**config.mk**
```make
export PLATFORM = sky130hd
export DESIGN_NAME = decimal_int32_entry_parser
export DESIGN_NICKNAME = d
export VERILOG_FILES = /design/src/hdl/dip_pkg.sv /design/src/hdl/dip_front.sv /design/src/hdl/dip_queue.sv /design/src/hdl/dip_back.sv /design/src/hdl/decimal_int32_entry_parser.sv
export SDC_FILE = /design/constraint.sdc
export NUM_CORES = 1
export LEC_CHECK = 0
export ABC_AREA = 1
export BUFFER_PORTS_ARGS = -buffer_cell sky130_fd_sc_hd__buf_4
export CORE_MARGIN = 2
export CORE_UTILIZATION = 42
export CTS_CLUSTER_DIAMETER = 100
export CTS_CLUSTER_SIZE = 12
export DETAILED_ROUTE_END_ITERATION = 8
export PLACE_DENSITY_LB_ADDON = 0.2
export SKIP_CTS_REPAIR_TIMING = 1
export SYNTH_ARGS = -nofsm -noshare
export SYNTH_HDL_FRONTEND = slang
export SYNTH_SLANG_ARGS = --single-unit
export TNS_END_PERCENT = 100
```
**constraint.sdc**
```tcl
create_clock -name clk -period 4.4 [get_ports clk]
set_clock_uncertainty 0.2 [all_clocks]
set_input_delay 0.22 -clock clk [delete_from_list [all_inputs] [get_ports clk]]
set_output_delay 0.22 -clock clk [all_outputs]
set_load 0.05 [all_outputs]
```
**src/hdl/dip_pkg.sv**
```systemverilog
`timescale 1ns / 1ps
// shared types and constants for the decimal entry parser
// no dependencies; imported by every module of the block
package dip_pkg;

	localparam logic [7:0] CH_CR    = 8'd13;
	localparam logic [7:0] CH_MINUS = 8'd45;
	localparam logic [7:0] CH_ZERO  = 8'd48;
	localparam logic [7:0] CH_NINE  = 8'd57;

	localparam int VALUE_W = 32;
	localparam int DIGIT_W = 4;

	// limits on the value before a digit is appended, truncating toward zero
	localparam logic signed [VALUE_W-1:0] POS_LIMIT_LO = 32'sd214748364;
	localparam logic signed [VALUE_W-1:0] POS_LIMIT_HI = 32'sd214748363;
	localparam logic signed [VALUE_W-1:0] NEG_LIMIT_LO = -32'sd214748364;
	localparam logic signed [VALUE_W-1:0] NEG_LIMIT_HI = -32'sd214748363;
	localparam logic [DIGIT_W-1:0] DIGIT_EIGHT = 4'd8;
	localparam logic [DIGIT_W-1:0] DIGIT_NINE  = 4'd9;

	localparam int QUEUE_DEPTH = 2;
	localparam int QPTR_W      = $clog2(QUEUE_DEPTH);
	localparam int QCNT_W      = $clog2(QUEUE_DEPTH + 1);

	typedef enum logic [1:0] {
		KIND_DIGIT,
		KIND_CR,
		KIND_MINUS,
		KIND_OTHER
	} kind_t;

	typedef struct packed {
		kind_t               kind;
		logic [DIGIT_W-1:0]  digit;
	} item_t;

endpackage

```
**src/hdl/dip_front.sv**
```systemverilog
`timescale 1ns / 1ps
// front end: takes input bytes and classifies them into kind and digit
// depends on dip_pkg
module dip_front import dip_pkg::*; (
	input  logic        s_tvalid,
	output logic        s_tready,
	input  logic [7:0]  s_tdata,   // [7:0] char_in
	input  logic        q_full,
	output logic        q_push,
	output item_t       q_item
);

	logic [7:0] digit_raw;

	assign s_tready  = !q_full;
	assign q_push    = s_tvalid && !q_full;
	assign digit_raw = s_tdata - CH_ZERO;

	always_comb begin
		q_item.digit = digit_raw[DIGIT_W-1:0];
		if (s_tdata == CH_CR) begin
			q_item.kind = KIND_CR;
		end else if (s_tdata == CH_MINUS) begin
			q_item.kind = KIND_MINUS;
		end else if (s_tdata inside {[CH_ZERO:CH_NINE]}) begin
			q_item.kind = KIND_DIGIT;
		end else begin
			q_item.kind = KIND_OTHER;
		end
	end

endmodule

```
**src/hdl/dip_queue.sv**
```systemverilog
`timescale 1ns / 1ps
// short queue of classified bytes between front and back
// depends on dip_pkg
module dip_queue import dip_pkg::*; (
	input  logic  clk,
	input  logic  arst_n,
	input  logic  push,
	input  item_t push_item,
	output logic  full,
	input  logic  pop,
	output logic  not_empty,
	output item_t head
);

	item_t             mem_q [QUEUE_DEPTH];
	logic [QPTR_W-1:0] wr_ptr_q;
	logic [QPTR_W-1:0] rd_ptr_q;
	logic [QCNT_W-1:0] count_q;
	logic              do_pop;

	assign full      = (count_q == QCNT_W'(QUEUE_DEPTH));
	assign not_empty = (count_q != '0);
	assign head      = mem_q[rd_ptr_q];
	assign do_pop    = pop && not_empty;

	always_ff @(posedge clk) begin
		if (push) begin
			mem_q[wr_ptr_q] <= push_item;
		end
	end

	always_ff @(posedge clk or negedge arst_n) begin
		if (!arst_n) begin
			wr_ptr_q <= '0;
			rd_ptr_q <= '0;
			count_q  <= '0;
		end else begin
			if (push) begin
				wr_ptr_q <= (wr_ptr_q == QPTR_W'(QUEUE_DEPTH - 1)) ? '0 : wr_ptr_q + 1'b1;
			end
			if (do_pop) begin
				rd_ptr_q <= (rd_ptr_q == QPTR_W'(QUEUE_DEPTH - 1)) ? '0 : rd_ptr_q + 1'b1;
			end
			if (push && !do_pop) begin
				count_q <= count_q + 1'b1;
			end else if (do_pop && !push) begin
				count_q <= count_q - 1'b1;
			end
		end
	end

endmodule

```
**src/hdl/dip_back.sv**
```systemverilog
`timescale 1ns / 1ps
// back end: accumulator, sign and validity tracking, registered result output
// depends on dip_pkg
module dip_back import dip_pkg::*; (
	input  logic                clk,
	input  logic                arst_n,
	input  logic                q_not_empty,
	input  item_t               q_head,
	output logic                q_pop,
	output logic                m_tvalid,
	input  logic                m_tready,
	output logic [VALUE_W-1:0]  m_tdata,   // [31:0] entered_value
	output logic                m_tuser    // [0] entry_ok
);

	logic [VALUE_W-1:0] accum_q;
	logic               neg_q;
	logic               valid_q;
	logic               lead_zero_q;
	logic               out_valid_q;
	logic [VALUE_W-1:0] out_value_q;
	logic               out_ok_q;

	logic               out_free;
	logic               take;
	logic               accum_zero;
	logic [VALUE_W-1:0] digit_ext;
	logic [VALUE_W-1:0] times_ten;
	logic [VALUE_W-1:0] next_accum;
	logic signed [VALUE_W-1:0] limit;
	logic               overflow;

	assign out_free   = !out_valid_q || m_tready;
	assign q_pop      = q_not_empty && (q_head.kind != KIND_CR || out_free);
	assign take       = q_pop;
	assign accum_zero = (accum_q == '0);
	assign digit_ext  = VALUE_W'(q_head.digit);
	assign times_ten  = (accum_q << 3) + (accum_q << 1);
	assign next_accum = neg_q ? times_ten - digit_ext : times_ten + digit_ext;

	always_comb begin
		if (!neg_q) begin
			limit    = (q_head.digit >= DIGIT_EIGHT) ? POS_LIMIT_HI : POS_LIMIT_LO;
			overflow = $signed(accum_q) > limit;
		end else begin
			limit    = (q_head.digit == DIGIT_NINE) ? NEG_LIMIT_HI : NEG_LIMIT_LO;
			overflow = $signed(accum_q) < limit;
		end
	end

	always_ff @(posedge clk or negedge arst_n) begin
		if (!arst_n) begin
			accum_q     <= '0;
			neg_q       <= 1'b0;
			valid_q     <= 1'b1;
			lead_zero_q <= 1'b0;
		end else if (take) begin
			if (q_head.kind == KIND_CR) begin
				accum_q     <= '0;
				neg_q       <= 1'b0;
				valid_q     <= 1'b1;
				lead_zero_q <= 1'b0;
			end else if (accum_zero && q_head.kind == KIND_DIGIT && q_head.digit == '0) begin
				// a zero while nothing is accumulated counts even on a spoiled entry
				lead_zero_q <= 1'b1;
			end else if (valid_q) begin
				if (q_head.kind == KIND_MINUS && accum_zero && !lead_zero_q) begin
					neg_q <= 1'b1;
				end else if (q_head.kind != KIND_DIGIT || lead_zero_q || overflow) begin
					valid_q <= 1'b0;
				end else begin
					accum_q <= next_accum;
				end
			end
		end
	end

	always_ff @(posedge clk or negedge arst_n) begin
		if (!arst_n) begin
			out_valid_q <= 1'b0;
		end else if (take && q_head.kind == KIND_CR) begin
			out_valid_q <= 1'b1;
		end else if (m_tready) begin
			out_valid_q <= 1'b0;
		end
	end

	always_ff @(posedge clk) begin
		if (take && q_head.kind == KIND_CR) begin
			out_value_q <= valid_q ? accum_q : '0;
			out_ok_q    <= valid_q;
		end
	end

	assign m_tvalid = out_valid_q;
	assign m_tdata  = out_value_q;
	assign m_tuser  = out_ok_q;

endmodule

```
**src/hdl/decimal_int32_entry_parser.sv**
```systemverilog
`timescale 1ns / 1ps
// Decimal entry parser, top level.
// Input stream s_*: one ASCII byte per request in s_tdata. Digits build a
// signed 32-bit value most significant first; a leading '-' makes it
// negative; a carriage return ends the entry. Any other byte, a nonzero
// digit after a leading zero, or an int32 overflow spoils the entry.
// Output stream m_*: one request per carriage return, m_tdata the value
// (zero when spoiled) and m_tuser the valid flag.
// Throughput: one byte per cycle while the queue is not full. The front
// end classifies the byte into a two-entry queue; the back end updates
// the accumulator (one times-ten add and limit compare) and loads the
// output register. An accepted carriage return is written into the queue,
// then popped into the output register, which drives m_tvalid.
// Stall: while a result waits in the output register, non-return bytes
// keep flowing; a second return waits in the queue and s_tready drops
// once the queue is full.
// Reset: accumulator cleared, sign positive, entry valid, queue empty.
// depends on dip_pkg, dip_front, dip_queue, dip_back
module decimal_int32_entry_parser import dip_pkg::*; (
	input  logic                clk,
	input  logic                arst_n,
	input  logic                s_tvalid,
	output logic                s_tready,
	input  logic [7:0]          s_tdata,   // [7:0] char_in
	output logic                m_tvalid,
	input  logic                m_tready,
	output logic [VALUE_W-1:0]  m_tdata,   // [31:0] entered_value
	output logic                m_tuser    // [0] entry_ok
);

	logic  q_full;
	logic  q_push;
	item_t q_item;
	logic  q_pop;
	logic  q_not_empty;
	item_t q_head;

	dip_front u_front (
		.s_tvalid (s_tvalid),
		.s_tready (s_tready),
		.s_tdata  (s_tdata),
		.q_full   (q_full),
		.q_push   (q_push),
		.q_item   (q_item)
	);

	dip_queue u_queue (
		.clk       (clk),
		.arst_n    (arst_n),
		.push      (q_push),
		.push_item (q_item),
		.full      (q_full),
		.pop       (q_pop),
		.not_empty (q_not_empty),
		.head      (q_head)
	);

	dip_back u_back (
		.clk         (clk),
		.arst_n      (arst_n),
		.q_not_empty (q_not_empty),
		.q_head      (q_head),
		.q_pop       (q_pop),
		.m_tvalid    (m_tvalid),
		.m_tready    (m_tready),
		.m_tdata     (m_tdata),
		.m_tuser     (m_tuser)
	);

endmodule
```
# ---- Yosys cells after proc, flatten, opt, wreduce, memory -nomap -nowiden
# Memory sizes are Yosys's and may differ from the RTL's.
# Cells that the tools add are included.
dict set report word_totals {
  ff_bits 73
  in_bits 12
  n_memories 1
  ram_bits 12
  latchBits 0
  out_inout_bits 35
  wordCells 99
  mem_bits_ro 0
}
dict set report op_classes {
  div_mod_pow 0
  n_bitwise 0
  magnitude_cmp 5
  muxes 31
  n_mul 0
  reduce_logical 34
  eq_ne 10
  add_sub_neg 8
  n_shift 0
}
# memory words word_bits read_ports rd_clocked_by_memory_dff write_ports line_no
set mem_list {}
lappend mem_list {u_queue.mem_q 2 6 1 0 1 dip_queue.sv:15} ;# item_t mem_q [QUEUE_DEPTH];
# cell count
set ops {}
lappend ops {{$mux 32} 6}
lappend ops {{$add 32x32->32} 1}
lappend ops {{$add 32x4->32} 1}
lappend ops {{$gt 32x32->1} 1}
lappend ops {{$logic_not 32->1} 1}
lappend ops {{$lt 32x32->1} 1}
lappend ops {{$sub 32x4->32} 1}
lappend ops {{$mux 1} 19}
lappend ops {{$reduce_bool 2->1} 7}
lappend ops {{$logic_and 1x1->1} 11}
lappend ops {{$mux 2} 5}
lappend ops {{$eq 8x4->1 const B} 1}
lappend ops {{$eq 8x6->1 const B} 1}
lappend ops {{$ge 8x6->1 const B} 1}
lappend ops {{$le 8x6->1 const B} 1}
lappend ops {{$ne 2x1->1 const B} 4}
lappend ops {{$logic_not 1->1} 5}
lappend ops {{$reduce_and 5->1} 1}
lappend ops {{$eq 2x2->1 const B} 2}
lappend ops {{$eq 4x4->1 const B} 1}
lappend ops {{$ge 4x4->1 const B} 1}
lappend ops {{$logic_not 4->1} 1}
lappend ops {{$logic_or 1x1->1} 4}
lappend ops {{$reduce_and 2->1} 2}
lappend ops {{other kinds (8)} 9}

# ---- Longest topological paths before layout
# An unclocked memory read counts as a cell.
dict set report logic_depth {
  depth_word 11
  ltp_mapped 22
  mapped_depth_nobuf 22
}

# ---- By module
# Synthesis repeated with hierarchy kept, for this count alone.
dict set report unflattened {
  hier_cells 1213
  hier_area_um2 7818.7
}
# mod area_per_inst_um2 seq_area_each_um2 cells_per_inst instances
set modules_own_cells {}
lappend modules_own_cells {dip_back 7034.2 1893.1 1125 1}
lappend modules_own_cells {dip_queue 658.1 460.4 59 1}
lappend modules_own_cells {dip_front 126.4 0.0 29 1}

# ---- Least setup slack after synthesis
# OpenSTA, ideal clock, no wires.
dict set report synth_timing {
  path_type {register to register}
  startpoint {reg u_queue.rd_ptr_q}
  endpoint {reg u_back.accum_q[21]}
  slack_ns 1.522
  required_time_ns 4.083
  n_path_buf 0
  period_less_slack_ns 2.878
  arrival_time_ns 2.560
  path_stages_with_launch 22
  setup_time_ns 0.117
  path_cell_list {dfrtp_1 > inv_2 > or2_1 > o21a_1 > inv_2 > ha_1 > inv_1 > nand2_1 > a21oi_1 > nand2_1 > nor2_1 > nand2_1 > nor2_1 > nand2_1 > nor2_1 > nand2_1 > o21ai_0 > o21ai_0 > inv_1 > nand2_1 > nand3_1 > nand2_1}
}
dict set report synth_via {
  elab_chain_len 8
  elab_cells_between_ends 35
  cone_classes {add/sub: 2; order compare: 3; eq/ne: 7; mux: 9; reduce/logical: 13; memory: 1}
}
# item line_no
set synth_rtl {}
lappend synth_rtl {{from (decl)} dip_queue.sv:17} ;# logic [QPTR_W-1:0] rd_ptr_q;
lappend synth_rtl {{from (signal assigned)} dip_queue.sv:42} ;# rd_ptr_q <= (rd_ptr_q == QPTR_W'(QUEUE_DEPTH - 1)) ? '0 : rd_ptr_q + 1'b1;
lappend synth_rtl {{$mem_v2 2x6 (*)} --}
lappend synth_rtl {{$ge 4x4->1 (tied with other cells)} dip_back.sv:43} ;# limit = (q_head.digit >= DIGIT_EIGHT) ? POS_LIMIT_HI : POS_LIMIT_LO;
lappend synth_rtl {{$mux 3 (tied with other cells)} dip_back.sv:43}
lappend synth_rtl {{$gt 32x32->1 (tied with other cells)} dip_back.sv:44} ;# overflow = $signed(accum_q) > limit;
lappend synth_rtl {{$mux 1 or $mux 32 (tied branches)} {dip_back.sv:42, dip_back.sv:67}}
lappend synth_rtl {{$logic_or 1x1->1 or $mux 32 (tied branches)} {dip_back.sv:69, dip_back.sv:66}}
lappend synth_rtl {{$ne 2x1->1 (no line) or $mux 32 (tied branches)} --}
lappend synth_rtl {{$reduce_and 5->1 (no line) or $mux 32 (tied branches)} --}
lappend synth_rtl {{to (signal assigned)} dip_back.sv:72} ;# accum_q <= next_accum;
lappend synth_rtl {{to (decl)} dip_back.sv:16} ;# logic [VALUE_W-1:0] accum_q;
# Every way passes the cells marked *; elsewhere a longest branch is shown, timed or not. The select of a mux whose other input is x is not followed.
# A chain may end at the register's enable or synchronous reset.

# ---- Final worst setup path
dict set report layout_timing {
  startpoint {reg u_queue.rd_ptr_q}
  endpoint {reg u_back.accum_q[13]}
}
# The elaborated chain is that of the path after synthesis.

==> key figures <==
Global routing
  – Met1 Use GR: 27.6%
  – Met3 Track Usage GR: 3.30%
  – Largest net degree at the start of global routing: 41
  – GR Util met2: 40.8%
  – GRT Residual Overflow: 0
  – Vias in the first global route: 7331
  – Global-route wire length before repair: ~36 mm
  – Tot GR Track Use: 22.7%
  – Gr busiest metal: met2
  – Initial antenna violation count: 0

STA
  – Slew headroom: about half
  – Worst slew pin tran: 0.772 ns
  – Endpoints failing hold: 0
  – Final worst path period need: 3.42 ns
  – RSZ-0062 raised after global routing: false
  – Setup TNS: 0 ns
  – Final worst-path cycle share: 77.7%
  – Slew Viols, Final: 0
  – Endpoints failing setup: 0
  – FMAX: around 300 MHz

Floorplanning
  – Rows: 49
  – Die ar.: 19500 µm²
  – Initial core utilization: between 40% and 50%
  – Die outline width: 140 µm
  – Die span in y: 140 µm
  – CORE AREA: ~18000 µm²
  – Ports: 47

Route
  – Routed Antenna Nets: 0
  – Via count: 7797
  – TritonRoute pass-1 iters: 5
  – Starting DRT DRC Count: roughly 530
  – Via density: 5.16
  – Final WL: around 22 mm
  – Drt drc: 0
  – Routed WL per cell: around 14 µm

Pwr
  – Final Power: a little over 5 mW
  – Sequential fraction of design power: between 20% and 30%
  – Int Pwr: 2.40 mW
  – Sw Pwr: roughly 2.6 mW
  – Pwr dens: approximately 580 nW/µm²
  – Worst VDD drop: 0.000329 V
  – Leakage: 4.61 nW
  – Clock group share of total power: 13.7%
  – Sw Ratio: a little over half
  – Comb pwr share: 59.7%

Synth
  – Syn_area_per_cell: 6.29 µm²
  – Sequential fraction of the synthesis area: 30.4%
  – Cells after Synth: 1230
  – Unique masters post-synth: 41
  – Yosys synthesis warning count: 0
  – Mapped cell area: about 7700 µm²
  – Syn nets: 1283
  – Post-synth top area share: about a fifth
  – #FFs+latches synth: 85
  – Synth top area cells: nand2_1 21%, edfxtp_1 17%, dfrtp_1 13%, inv_1 9.7%, nand3_1 7.6%
  – Leading area contributor after synthesis: nand2_1

Worst setup path
  – Reg2reg setup slack: 0.98 ns
  – Req. time, crit path: 4.40 ns
  – Beginning of the worst register-to-register path: u_queue.rd_ptr_q
  – Cell repeated most along the worst path: nor2_1
  – RR Endpoint: u_back.accum_q[13]
  – R2R cell count: 18
  – Slowest cell delay on critical path: 0.51 ns
  – WS Path Type: reg -> reg
  – Top delay family on crit path: simple AND/OR/NAND/NOR gates
  – Slowest stage cell, crit path: dfrtp_1
  – Critical path peak fanout: 28
  – Crit. End Element: register
  – Crit path from: u_queue.rd_ptr_q
  – Arrival @ worst endpoint: 3.42 ns
  – Critical Path Source Type: register
  – Bufs and invs on worst path: 4
  – Critical-path cell list: inv_2 > or2_1 > o21a_1 > inv_2 > ha_1 > inv_1 > nor2_1 > nor2_1 > nor2_1 > o21ai_0 > nand2_1 > nand3_1 > a31oi_1 > a21oi_1 > nand2_2 > buf_4 > nand3_1 > o21ai_0

Clocking
  – CTS tree: built
  – Reg clk slew, reported paths: about 0.07 ns
  – CTS max path bufs: 2
  – CTS H-tree depth: 3
  – Sink Count: 85
  – TritonCTS Buffers: 9
  – Clk root buf: clkbuf_16
  – Clock Latency Late Sink: 0.33 ns

Hold path
  – Hold Path Cell Cnt: 2
  – Hold EP: u_queue.mem_q[1][4]
  – Hold_sp: s_tdata[5]
  – HP Class: in -> reg

Layout
  – Nets: roughly 1300
  – Share of layout cells above drive strength 1: between 7 and 8%
  – Ant. Diodes: 0
  – Area grow syn2layout: 11.3%
  – Util after Layout: a little under half

Place
  – GP Congestion: 0.912
  – Detailed placement HPWL: approximately 18 mm
  – Port Buffer Count: 46

Run status
  – Outcome: complete, no violations

Flow run
  – Max-cap violation count: 0
cell usage in the layout (no fill, tap or decap), drive strengths merged:
cell type	n
nand4	31
and2	3
nor3	17
clkinv	3
o31ai	1
nand2	445
nand3	120
clkbuf	12
or2	7
nor2	129
nor4	6
ha	38
edfxtp	45
inv	205
dfstp	1
clkinvlp	2
buf	50
o21ai	45
a21o	1
xnor2	2
a21oi	35
o22ai	1
dfrtp	39
nand3b	6
o21a	1
o211ai	4
fa	3
xor2	19
a31oi	6
dlygate4sd3	6
metal layers:
layer  vias to the layer above  part of all wire [%]
met5                         -                     0
met4                         0                   3.6
met3                        36                   4.8
met2                       221                    49
met1                      3522                    43
li1                       4018                     -
flip-flops by register name, indices dropped and copies added (netlist names):
| signal | cells |
|---|---|
| u_back.valid_q | 1 |
| u_back.m_tuser | 1 |
| u_queue.wr_ptr_q | 1 |
| u_queue.count_q | 2 |
| u_queue.mem_q | 12 |
| u_back.accum_q | 32 |
| u_back.lead_zero_q | 1 |
| u_back.neg_q | 1 |
| u_queue.rd_ptr_q | 1 |
| u_back.m_tvalid | 1 |
| u_back.m_tdata | 32 |
worst max path at each step:
stage,end,slack [ns],cells after the start
3_5_place_dp,u_back.accum_q[31],1.04,21
6_report,u_back.accum_q[13],0.98,18
2_1_floorplan,u_back.accum_q[21],1.52,21
3_3_place_gp,u_back.accum_q[11],1.06,18
5_1_grt,u_back.accum_q[21],0.57,21
4_1_cts,u_back.accum_q[31],0.99,21
synth_stat cells, drive strengths merged:
| library cell | number |
|---|---|
| dfstp | 1 |
| nand3 | 120 |
| nand4 | 31 |
| clkinv | 1 |
| nor2 | 129 |
| xor2 | 19 |
| dfrtp | 39 |
| o211ai | 4 |
| xnor2 | 2 |
| a21o | 1 |
| and2 | 3 |
| nor4 | 6 |
| nand3b | 6 |
| fa | 3 |
| a31oi | 6 |
| clkbuf | 8 |
| o31ai | 1 |
| ha | 38 |
| o21ai | 45 |
| buf | 11 |
| a21oi | 35 |
| nor3 | 17 |
| o22ai | 1 |
| inv | 205 |
| or2 | 7 |
| nand2 | 445 |
| edfxtp | 45 |
| o21a | 1 |
power groups by stage:
stage	Sequential, mW	Clock, mW	Combinational [mW]
after floorplan	1.41	0	2.15
after global placement	1.35	0	2.97
after detailed placement	1.36	0	2.99
after CTS	1.34	0.701	3.00
after global routing	1.37	0.735	3.39
final	1.34	0.692	3.01
per-stage QoR:
step | hold WS (ns) | instance area (µm²) | setup WS [ns] | instances
final | 0.0432 | 8620 | 0.979 | 1512
after floorplan | -0.276 | 7740 | 1.52 | 1230
after CTS | -0.310 | 8560 | 0.993 | 1506
after global routing | 0.0396 | 8620 | 0.568 | 1512
after global placement | 0.0424 | 8290 | 1.06 | 1490
after detailed placement | 0.0472 | 8290 | 1.04 | 1490
final cells by class:
type                    count  area (µm²)
fillers                  1878        9410
multi-input cells         920        4500
flip-flops and latches     85        2350
inverters                 206         776
repair buffers             56         435
well taps                 229         287
clock buffers              12         246
clock inverters             4        23.8
logic make-up (layout without fill, tap and decap cells):
family                   count (synthesis)  in the layout  synth area share, %
AO/OA/AOI/OAI                           94             94                 6.79
XOR/XNOR                                21             21                 2.38
adder cells (fa/ha/maj)                 41             41                 6.92
buffers and inverters                  225            278                 11.5
flip-flops                              85             85                 30.4
AND/OR/NAND/NOR                        764            764                 42.0
(Power assumes the default switching activity.)
